$ cat config.mk
export PLATFORM = sky130hd
export DESIGN_NAME = crca_front
export DESIGN_NICKNAME = d
export VERILOG_FILES = /design/src/rtl/core/crca_pkg.sv /design/src/rtl/core/crca_front.sv
export SDC_FILE = /design/constraint.sdc
export NUM_CORES = 1
export LEC_CHECK = 0
export BUFFER_PORTS_ARGS = -buffer_cell sky130_fd_sc_hd__buf_2
export CORE_ASPECT_RATIO = 0.5
export CORE_MARGIN = 5
export CORE_UTILIZATION = 60
export DETAILED_ROUTE_END_ITERATION = 8
export PLACE_DENSITY = 0.91
export SLEW_MARGIN = 5
export SYNTH_ARGS = -nofsm -noshare
export SYNTH_HDL_FRONTEND = slang
export SYNTH_SLANG_ARGS = --single-unit
export TNS_END_PERCENT = 100
$ cat constraint.sdc
create_clock -name clk -period 10.5 [get_ports clk]
set_input_delay 2.1 -clock clk [delete_from_list [all_inputs] [get_ports clk]]
set_output_delay 2.1 -clock clk [all_outputs]
set_load 0.01 [all_outputs]
$ cat src/rtl/core/crca_pkg.sv
// Shared types, constants and width helpers of the cropped row/column average core
package crca_pkg;

    localparam int CFG_W     = 13;
    localparam int CFG_IDX_W = 3;
    localparam int PIX_W     = 8;
    localparam int LINE_W    = 12;
    localparam int AVG_W     = 8;

    localparam int DEF_MAX_WIDTH  = 4096;
    localparam int DEF_MAX_HEIGHT = 4096;

    // queue depths between front end, divider back end and result port
    localparam int JOB_DEPTH = 2;
    localparam int RES_DEPTH = 2;

    localparam logic [CFG_W-1:0] RST_FRAME_WIDTH  = 13'd4096;
    localparam logic [CFG_W-1:0] RST_FRAME_HEIGHT = 13'd4096;
    localparam logic [CFG_W-1:0] RST_COL_START    = 13'd0;
    localparam logic [CFG_W-1:0] RST_COL_END      = 13'd4096;
    localparam logic [CFG_W-1:0] RST_ROW_START    = 13'd0;
    localparam logic [CFG_W-1:0] RST_ROW_END      = 13'd4096;

    localparam logic KIND_ROW = 1'b0;
    localparam logic KIND_COL = 1'b1;

    typedef enum logic [CFG_IDX_W-1:0] {
        REG_FRAME_WIDTH  = 3'd0,
        REG_FRAME_HEIGHT = 3'd1,
        REG_COL_START    = 3'd2,
        REG_COL_END      = 3'd3,
        REG_ROW_START    = 3'd4,
        REG_ROW_END      = 3'd5
    } cfg_reg_t;

    typedef enum logic [1:0] {
        F_CLEAR,
        F_IDLE,
        F_UPDATE
    } front_state_t;

    typedef enum logic [1:0] {
        B_IDLE,
        B_DIV,
        B_EMIT
    } back_state_t;

    typedef struct packed {
        logic              col_emit;
        logic              col_empty;
        logic              row_emit;
        logic              row_empty;
        logic [LINE_W-1:0] col_index;
        logic [LINE_W-1:0] row_index;
    } job_ctrl_t;

    typedef struct packed {
        logic              kind;
        logic [LINE_W-1:0] line_index;
        logic [AVG_W-1:0]  average;
        logic              window_empty;
        logic              last;
    } result_t;

    function automatic int idx_w(input int n);
        return (n > 1) ? $clog2(n) : 1;
    endfunction

    // sum of one full row or column of pixels
    function automatic int sum_w(input int mw, input int mh);
        return PIX_W + ((idx_w(mw) > idx_w(mh)) ? idx_w(mw) : idx_w(mh));
    endfunction

    // pixel count of a window, up to the full frame size
    function automatic int div_w(input int mw, input int mh);
        return 1 + ((idx_w(mw) > idx_w(mh)) ? idx_w(mw) : idx_w(mh));
    endfunction

endpackage

$ cat src/rtl/core/crca_front.sv
// Front end: config registers, raster position, row sum and column store update
module crca_front #(
    parameter  int MAX_WIDTH  = crca_pkg::DEF_MAX_WIDTH,
    parameter  int MAX_HEIGHT = crca_pkg::DEF_MAX_HEIGHT,
    localparam int PW = crca_pkg::idx_w(MAX_WIDTH),
    localparam int SW = crca_pkg::sum_w(MAX_WIDTH, MAX_HEIGHT),
    localparam int DW = crca_pkg::div_w(MAX_WIDTH, MAX_HEIGHT)
) (
    input  logic                           clk,
    input  logic                           rst_n,
    input  logic                           push,
    output logic                           full,
    input  logic [crca_pkg::PIX_W-1:0]     pixel,
    input  logic                           frame_start,
    input  logic                           cfg_valid,
    output logic                           cfg_ready,
    input  logic [crca_pkg::CFG_IDX_W-1:0] cfg_index,
    input  logic [crca_pkg::CFG_W-1:0]     cfg_data,
    output logic                           ram_we,
    output logic [PW-1:0]                  ram_waddr,
    output logic [SW-1:0]                  ram_wdata,
    output logic [PW-1:0]                  ram_raddr,
    input  logic [SW-1:0]                  ram_rdata,
    input  logic                           job_full,
    output logic                           job_push,
    output crca_pkg::job_ctrl_t            job_ctrl,
    output logic [SW-1:0]                  job_col_sum,
    output logic [SW-1:0]                  job_row_sum,
    output logic [DW-1:0]                  job_col_div,
    output logic [DW-1:0]                  job_row_div
);

    import crca_pkg::*;

    localparam int RW  = idx_w(MAX_HEIGHT);
    localparam int KW0 = (PW > RW) ? PW + 1 : RW + 1;
    localparam int KW  = (KW0 > CFG_W) ? KW0 : CFG_W;

    front_state_t state_reg, state_next;

    logic [CFG_W-1:0] frame_width_reg, frame_height_reg;
    logic [CFG_W-1:0] col_start_reg, col_end_reg, row_start_reg, row_end_reg;

    logic [PW-1:0] col_pos_reg, col_pos_next;
    logic [RW-1:0] row_pos_reg, row_pos_next;
    logic [SW-1:0] row_sum_reg, row_sum_next;
    logic [PW-1:0] clr_cnt_reg, clr_cnt_next;

    // item held over into the store update cycle
    logic [PIX_W-1:0] pix_reg;
    logic [PW-1:0]    col_reg;
    logic             win_reg;
    logic             first_reg;
    job_ctrl_t        ctrl_reg;
    logic [SW-1:0]    rsum_reg;
    logic [DW-1:0]    cdiv_reg, rdiv_reg;

    logic [KW-1:0] w_eff, h_eff, ce_eff, re_eff, cs_k, rs_k, c_k, r_k, r_step;
    logic [PW-1:0] c_pos_in, c_cur;
    logic [RW-1:0] r_pos_in, r_cur;
    logic          take, wrap_col, row_in, col_win, col_first;
    logic          col_ok, col_emit, row_ok, row_emit;
    logic [SW-1:0] rsum_new, col_sum_new;

    assign cfg_ready = 1'b1;
    assign full      = (state_reg != F_IDLE) || job_full;
    assign take      = push && !full;

    // effective frame size and window bounds
    always_comb
    begin
        if (frame_width_reg == '0)
        begin
            w_eff = KW'(1);
        end
        else if (KW'(frame_width_reg) > KW'(MAX_WIDTH))
        begin
            w_eff = KW'(MAX_WIDTH);
        end
        else
        begin
            w_eff = KW'(frame_width_reg);
        end

        if (frame_height_reg == '0)
        begin
            h_eff = KW'(1);
        end
        else if (KW'(frame_height_reg) > KW'(MAX_HEIGHT))
        begin
            h_eff = KW'(MAX_HEIGHT);
        end
        else
        begin
            h_eff = KW'(frame_height_reg);
        end

        ce_eff = (KW'(col_end_reg) < w_eff) ? KW'(col_end_reg) : w_eff;
        re_eff = (KW'(row_end_reg) < h_eff) ? KW'(row_end_reg) : h_eff;
        cs_k   = KW'(col_start_reg);
        rs_k   = KW'(row_start_reg);
    end

    // position of the incoming pixel and what it triggers
    always_comb
    begin
        c_pos_in  = frame_start ? '0 : col_pos_reg;
        r_pos_in  = frame_start ? '0 : row_pos_reg;
        wrap_col  = (KW'(c_pos_in) >= w_eff);
        c_cur     = wrap_col ? '0 : c_pos_in;
        r_step    = KW'(r_pos_in) + KW'(wrap_col);
        r_cur     = (r_step >= h_eff) ? '0 : RW'(r_step);
        c_k       = KW'(c_cur);
        r_k       = KW'(r_cur);
        row_in    = (c_k >= cs_k) && (c_k < ce_eff);
        col_win   = (r_k >= rs_k) && (r_k < re_eff);
        col_first = (r_k == rs_k);
        col_ok    = (rs_k < re_eff);
        col_emit  = col_ok ? (r_k == re_eff - 1'b1) : (r_k == h_eff - 1'b1);
        row_ok    = (cs_k < ce_eff);
        row_emit  = (c_k == w_eff - 1'b1);
        rsum_new  = ((c_cur == '0) ? '0 : row_sum_reg) + (row_in ? SW'(pixel) : '0);
    end

    assign col_sum_new = first_reg ? SW'(pix_reg) : ram_rdata + SW'(pix_reg);
    assign ram_raddr   = c_cur;

    always_comb
    begin
        state_next   = state_reg;
        col_pos_next = col_pos_reg;
        row_pos_next = row_pos_reg;
        row_sum_next = row_sum_reg;
        clr_cnt_next = clr_cnt_reg;
        ram_we       = 1'b0;
        ram_waddr    = col_reg;
        ram_wdata    = col_sum_new;
        case (state_reg)
            F_CLEAR:
            begin
                ram_we       = 1'b1;
                ram_waddr    = clr_cnt_reg;
                ram_wdata    = '0;
                clr_cnt_next = clr_cnt_reg + 1'b1;
                if (clr_cnt_reg == PW'(MAX_WIDTH - 1))
                begin
                    state_next = F_IDLE;
                end
            end
            F_IDLE:
            begin
                if (take)
                begin
                    state_next = F_UPDATE;
                    if (row_emit)
                    begin
                        col_pos_next = '0;
                        row_pos_next = (r_k >= h_eff - 1'b1) ? '0 : r_cur + 1'b1;
                        row_sum_next = '0;
                    end
                    else
                    begin
                        col_pos_next = c_cur + 1'b1;
                        row_pos_next = r_cur;
                        row_sum_next = rsum_new;
                    end
                end
            end
            F_UPDATE:
            begin
                ram_we     = win_reg;
                state_next = F_IDLE;
            end
            default:
            begin
                state_next = F_IDLE;
            end
        endcase
    end

    assign job_push    = (state_reg == F_UPDATE);
    assign job_ctrl    = ctrl_reg;
    assign job_col_sum = col_sum_new;
    assign job_row_sum = rsum_reg;
    assign job_col_div = cdiv_reg;
    assign job_row_div = rdiv_reg;

    always_ff @(posedge clk or negedge rst_n)
    begin
        if (!rst_n)
        begin
            state_reg        <= F_CLEAR;
            col_pos_reg      <= '0;
            row_pos_reg      <= '0;
            row_sum_reg      <= '0;
            clr_cnt_reg      <= '0;
            frame_width_reg  <= RST_FRAME_WIDTH;
            frame_height_reg <= RST_FRAME_HEIGHT;
            col_start_reg    <= RST_COL_START;
            col_end_reg      <= RST_COL_END;
            row_start_reg    <= RST_ROW_START;
            row_end_reg      <= RST_ROW_END;
        end
        else
        begin
            state_reg   <= state_next;
            col_pos_reg <= col_pos_next;
            row_pos_reg <= row_pos_next;
            row_sum_reg <= row_sum_next;
            clr_cnt_reg <= clr_cnt_next;
            if (cfg_valid && cfg_ready)
            begin
                case (cfg_index)
                    REG_FRAME_WIDTH:  frame_width_reg  <= cfg_data;
                    REG_FRAME_HEIGHT: frame_height_reg <= cfg_data;
                    REG_COL_START:    col_start_reg    <= cfg_data;
                    REG_COL_END:      col_end_reg      <= cfg_data;
                    REG_ROW_START:    row_start_reg    <= cfg_data;
                    REG_ROW_END:      row_end_reg      <= cfg_data;
                    default:          ;
                endcase
            end
        end
    end

    always_ff @(posedge clk)
    begin
        if (take)
        begin
            pix_reg   <= pixel;
            col_reg   <= c_cur;
            win_reg   <= col_win;
            first_reg <= col_first;
            ctrl_reg  <= '{col_emit:  col_emit,
                           col_empty: !col_ok,
                           row_emit:  row_emit,
                           row_empty: !row_ok,
                           col_index: LINE_W'(c_cur),
                           row_index: LINE_W'(r_cur)};
            rsum_reg  <= rsum_new;
            cdiv_reg  <= DW'(re_eff - rs_k);
            rdiv_reg  <= DW'(ce_eff - cs_k);
        end
    end

endmodule

### After elaboration in Yosys (flattened, before gate mapping)

Index checks and enable logic that the tools add are counted.

* input port bits: 50
* bits in registers: 220
* output and inout bits: 142

* reductions and logical operators: 20
* $lt $le $gt $ge: 13
* add/subtract/negate cells: 11
* mux-type cells: 24
* eq/ne operators: 15

Operators by type and width (number)
* $mux W12: 8
* $mux W20: 4
* $mux W13: 6
* $eq A12 B13 Y1: 4
* $ge A12 B13 Y1: 4
* $lt A13 B13 Y1: 4
* $add A20 B8 Y20: 2
* $sub A13 B1 Y13 const B: 3
* $add A12 B1 Y12 const B: 3
* $gt A13 B13 Y1 const B: 2
* $logic_not A13 Y1: 2
* $lt A12 B13 Y1: 2
* $sub A13 B13 Y13: 2
* $reduce_and A2 Y1: 8
* $add A12 B1 Y13: 1
* $ge A13 B13 Y1: 1
* $eq A12 B12 Y1 const B: 1
* $logic_not A12 Y1: 1
* $mux W8: 1
* $eq A3 B2 Y1 const B: 2
* $eq A3 B3 Y1 const B: 2
* $mux W2: 2
* $ne A2 B2 Y1 const B: 2
* $pmux W2 S2: 1
* 11 further kinds: 15

### Logic depth before layout (Yosys ltp)

* depth after elaboration: 10
* gate-level depth with buffers: 41

### Least setup slack after synthesis

OpenSTA, ideal clock, no wires.

* path kind: input to register
* start: input frame_start
* end: register row_pos_reg[7]
* slack: 859 ps
* stages: 35
* required time: 10417 ps
* path buffers: 7
* data arrival time: 9559 ps
* path through: clkbuf_1 > buf_1 > clkbuf_1 > buf_1 > nor2b_1 > ha_1 > a21o_1 > a21o_1 > a21o_1 > nor2_1 > a31o_2 > inv_1 > clkbuf_1 > buf_1 > ha_1 > ha_1 > and4_1 > xnor2_1 > nor2_1 > ha_1 > a21oi_1 > o21ai_1 > a221oi_2 > nand2_1 > nor3_1 > ha_1 > a21o_1 > a221o_1 > a21o_1 > a311o_1 > a211oi_1 > nor2_1 > clkbuf_1 > o31a_1 > o21ai_0

* cells in the longest elaborated chain, start to end: 8
* elaborated cells on any way between the ends: 12
* classes of those cells: add/sub: 2; order compare: 3; eq/ne: 1; mux: 6

RTL lines
* start: declaration: RTL line crca_front.sv:14 `input logic frame_start,`
* $mux W12: RTL line crca_front.sv:107 `c_pos_in = frame_start ? '0 : col_pos_reg;`
* $ge A12 B13 Y1: RTL line crca_front.sv:109 `wrap_col = (KW'(c_pos_in) >= w_eff);`
* $add A12 B1 Y13 (*): RTL line crca_front.sv:111 `r_step = KW'(r_pos_in) + KW'(wrap_col);`
* $ge A13 B13 Y1: RTL line crca_front.sv:112 `r_cur = (r_step >= h_eff) ? '0 : RW'(r_step);`
* $mux W12 (*): RTL line crca_front.sv:112
* named net r_cur[8]: RTL line crca_front.sv:60 `logic [RW-1:0] r_pos_in, r_cur;`
* $ge A12 B13 Y1 (*): RTL line crca_front.sv:158 `row_pos_next = (r_k >= h_eff - 1'b1) ? '0 : r_cur + 1'b1;`
* $mux W12 (*): RTL line crca_front.sv:158
* $mux W12 (*): RTL line crca_front.sv:155 `if (row_emit)`
* end signal: assignment: RTL line crca_front.sv:208 `row_pos_reg <= row_pos_next;`
* end: declaration: RTL line crca_front.sv:45 `logic [RW-1:0] row_pos_reg, row_pos_next;`

Mark *: on every way through the listed nets, which the timed path passes. The rest lies on a longest branch.
A chain may end at the register's enable or synchronous reset.

### Worst setup path in the final report

Same ends and word-level chain as after synthesis.

==> run summary <==
The largest fanout on the critical path came out at 29. The count of flip-flops with a built-in enable after synthesis is 84. CTS built an H-tree with a depth of 1.

The post-route fraction of the period consumed by the critical path came out at 85.0%. The fraction of post-synthesis cell area in the top cell type by area came out at 20.5%. The time the worst path needs with I/O delays and setup came out at 8930 ps.

Synthesis produced 1728 cells. After detailed placement, the total cell area comes to 17400 sq um. The global-route usage over all layers came out at 29.6%.

The final antenna diode count is 0. The run finished with clean final reports. The number of buffers between clock root and the deepest sink is 3. Measured against the total synthesized area, the mux share comes to 6.74%. The total number of yosys warnings came out at 0. The headroom to the max-slew limit came out at 39.3%. The final setup TNS came out at 0 ps. The total setup violations reported at the end of the flow came out at 0. The nature of the critical path startpoint is a primary input. The aggregate routed wire length is 46.2 mm. The net count of the finished layout is 2111. The data required time at the worst endpoint came out at 10930 ps.

The total of flip-flops plus latches after synthesis came out at 220. The number of hold buffers added after CTS was 0. The clock buffer count from CTS is 21. The largest net degree at the start of global routing came out at 85. Among all stages on the critical path, the largest delay is contributed by sky130_fd_sc_hd__a221oi_2. The clock net in this run drives a total of 220 sinks. The initial core utilization is 60.8%.

The compound-cell area share of the yosys netlist came out at 15.0%. At the pin with the least slew margin, the transition time is 907 ps. After Yosys synthesis, full adders, half adders and majority gates account for 12.8% of the synthesized area. The area enclosed by the die boundary came out at 30400 sq um. The clock input transition at the sequential cells of the worst setup and hold paths came out at 70 ps. For this run, the leading register cell type out of synthesis is sky130_fd_sc_hd__dfrtp_1. The share of the synthesized netlist area taken by xor and xnor gates came out at 5.28%. The critical path start-end classification is primary input to register. Counting flops with an async set or reset pin after synthesis yields a share of 61.8%. The area of all placed cells without fillers is 18100 sq um.

The top-level I/O count is 192. The placed wire-length estimate after detailed placement came out at 34.7 mm. In this run the remaining antenna-violating nets after routing total 0. At the end of routability-driven placement, the weighted congestion stood at 0.980. The floorplan step defined a core boundary enclosing 26400 sq um.

Setup repair after global routing left no endpoint under its margin. The clock insertion delay at the later pin of the skew report came out at 530 ps. The most numerous cell type found on the critical path is sky130_fd_sc_hd__ha_1. The wire length of the first global-routing pass came out at 72.6 mm. The count of input and output buffers is 190.

The total power divided by cell area came out at 216 nW/um^2. The final global-route overflow total came out at 0. Dividing the detail-routed wire length by the instance count gives 20.4 um.

The vertical extent of the die came out at 126 um. The largest single stage delay on the critical path is 410 ps. Averaged over all synthesized cells, the footprint is 9.30 sq um. sky130_fd_sc_hd__dfrtp_1 takes more of the synthesized area than any other cell. The number of max-cap violations is 0.

Row generation in the floorplan step produced 42 rows. Derived from the worst setup path, the maximum achievable clock frequency is 0.112 GHz. The final number of max-transition violations came to 0. The maximum ir drop on the vdd rail is 140 uV. The register area share after synthesis came out at 36.9%. The ratio of cells with drive above 1 in the final layout is 19.1%. The number of different library cells used by synthesis comes to 87. The synthesized area is 16100 sq um. Across all layers, the routed design uses 14100 vias. The minimum setup slack after placement came out at 1180 ps. TritonCTS built the clock tree. The sum of internal, switching and leakage power came out at 3.91 mW.

By area, the combinational part of the netlist is dominated by simple AND/OR/NAND/NOR gates. The post-CTS resize count came out at 0. The via count of the first global-routing pass was 13500. The number of antenna violations at the first check in global routing came out at 2. The largest clock skew in the final design came out at 19.3 ps.

The starting DRC count in detailed routing came out at 1381. The simple-gate share of the synthesized area came out at 18.3%. The synthesized net count is 1939.

The DRC violations left came out at 0. The category of the worst setup path capture point is a register. The slack of the critical path is 1570 ps. After clock tree synthesis, the setup repair step added 0 buffers.

The tree is rooted in a sky130_fd_sc_hd__clkbuf_16. The via density per instance came out at 6.23. The number of hold violations in the final report is 0. Yosys attributes the largest share of cell area to sky130_fd_sc_hd__dfrtp_1, sky130_fd_sc_hd__edfxtp_1, sky130_fd_sc_hd__ha_1, sky130_fd_sc_hd__mux2_2, sky130_fd_sc_hd__nand2_1. The number of flip-flops under the largest register name is 28. The layout overhead on the synthesized area came out at 12.5%. The die width came out at 241 um. The leakage power came out at 8.35 nW.

The worst hold slack across all endpoints came out at 477 ps. The worst min-delay path category is register to register. The number of detailed-route iterations in the first pass came out at 6. Data arrives at the worst endpoint at 9360 ps.
worst paths after layout:
| kind | startpoint | endpoint | slack (ps) | cells after the start |
|---|---|---|---|---|
| worst max-delay path | frame_start | row_pos_reg[7]$_DFFE_PN0P_ | 1570 | 31 |
| worst min-delay path | row_sum_reg[0]$_DFFE_PN0P_ | row_sum_reg[0]$_DFFE_PN0P_ | 480 | 2 |
| worst max register to register | frame_width_reg[7]$_DFFE_PN0P_ | row_pos_reg[7]$_DFFE_PN0P_ | 2080 | 32 |
| worst min register to register | row_sum_reg[0]$_DFFE_PN0P_ | row_sum_reg[0]$_DFFE_PN0P_ | 480 | 2 |
| max in group asynchronous | rst_n | clr_cnt_reg[0]$_DFFE_PN0P_ | 7630 | 2 |
| min in group asynchronous | rst_n | row_start_reg[3]$_DFFE_PN0P_ | 1620 | 1 |
where the power goes:
group,switching [mW],internal (mW),total [mW],leakage (nW)
Sequential,0.149,1.10,1.25,2.49
Combinational,1.11,0.763,1.87,5.52
Clock,0.337,0.445,0.782,0.331
worst max-delay path, delay by kind of cell:
family	cells	cell delay (ps)
simple gates	7	1400
buf+inv	5	1090
xor+xnor	1	230
fa+ha+maj	5	1450
compound gates	13	3100
cells in the final DEF (no fill, tap or decap), types with 37 or more instances in the layout:
master,instances
sky130_fd_sc_hd__ha_1,157
sky130_fd_sc_hd__buf_2,189
sky130_fd_sc_hd__xnor2_1,67
sky130_fd_sc_hd__edfxtp_1,84
sky130_fd_sc_hd__nor2_1,109
sky130_fd_sc_hd__inv_1,136
sky130_fd_sc_hd__mux2_2,82
sky130_fd_sc_hd__nand3_1,46
sky130_fd_sc_hd__dfrtp_1,132
sky130_fd_sc_hd__a21oi_1,72
sky130_fd_sc_hd__nand2_1,178
sky130_fd_sc_hd__o21ai_0,102
sky130_fd_sc_hd__nor2b_1,44
sky130_fd_sc_hd__a21o_1,37
sky130_fd_sc_hd__nor3_1,43
Yosys cell counts, types with 32 or more instances:
cell type and count:
sky130_fd_sc_hd__nand2_1 179, sky130_fd_sc_hd__ha_1 157, sky130_fd_sc_hd__a21o_1 37, sky130_fd_sc_hd__clkbuf_1 46, sky130_fd_sc_hd__nand4_1 32, sky130_fd_sc_hd__o21ai_0 102, sky130_fd_sc_hd__nor3_1 44, sky130_fd_sc_hd__nand3_1 46
sky130_fd_sc_hd__xnor2_1 67, sky130_fd_sc_hd__inv_1 136, sky130_fd_sc_hd__dfrtp_1 132, sky130_fd_sc_hd__a21oi_1 72, sky130_fd_sc_hd__edfxtp_1 84, sky130_fd_sc_hd__mux2_2 82, sky130_fd_sc_hd__nor2b_1 44, sky130_fd_sc_hd__nor2_1 110
kinds of logic after synthesis:
family,count (synthesis)
simple gates,583
compound gates,364
flops,220
buf+inv,203
fa+ha+maj,162
mux,98
xor+xnor,97
other cells,1
cell type report:
| cell class | instances | area, sq um |
|---|---|---|
| clock buffer | 33 | 604 |
| clock inverter | 4 | 73.8 |
| fill | 2014 | 8350 |
| inverter | 139 | 524 |
| multi-input combinational | 1305 | 9380 |
| sequential | 220 | 5930 |
| tap | 352 | 440 |
| timing repair buffer | 213 | 1130 |
through the flow:
step	instances	utilization, %
floorplan	1728	-
global placement	2229	65.9
detailed placement	2229	65.9
CTS	2266	68.4
global route	2266	68.4
finish	2266	68.4
metal layers:
layer / share of wire (%) / track usage, % / vias up
met1: 41 / 39.5 / 6716
met5: 0 / 0 / -
li1: - / - / 6561
met4: 4.0 / 10.6 / 0
met2: 47 / 49.2 / 701
met3: 8.5 / 4.81 / 139
No activity file was read; power rests on OpenSTA's default activity.
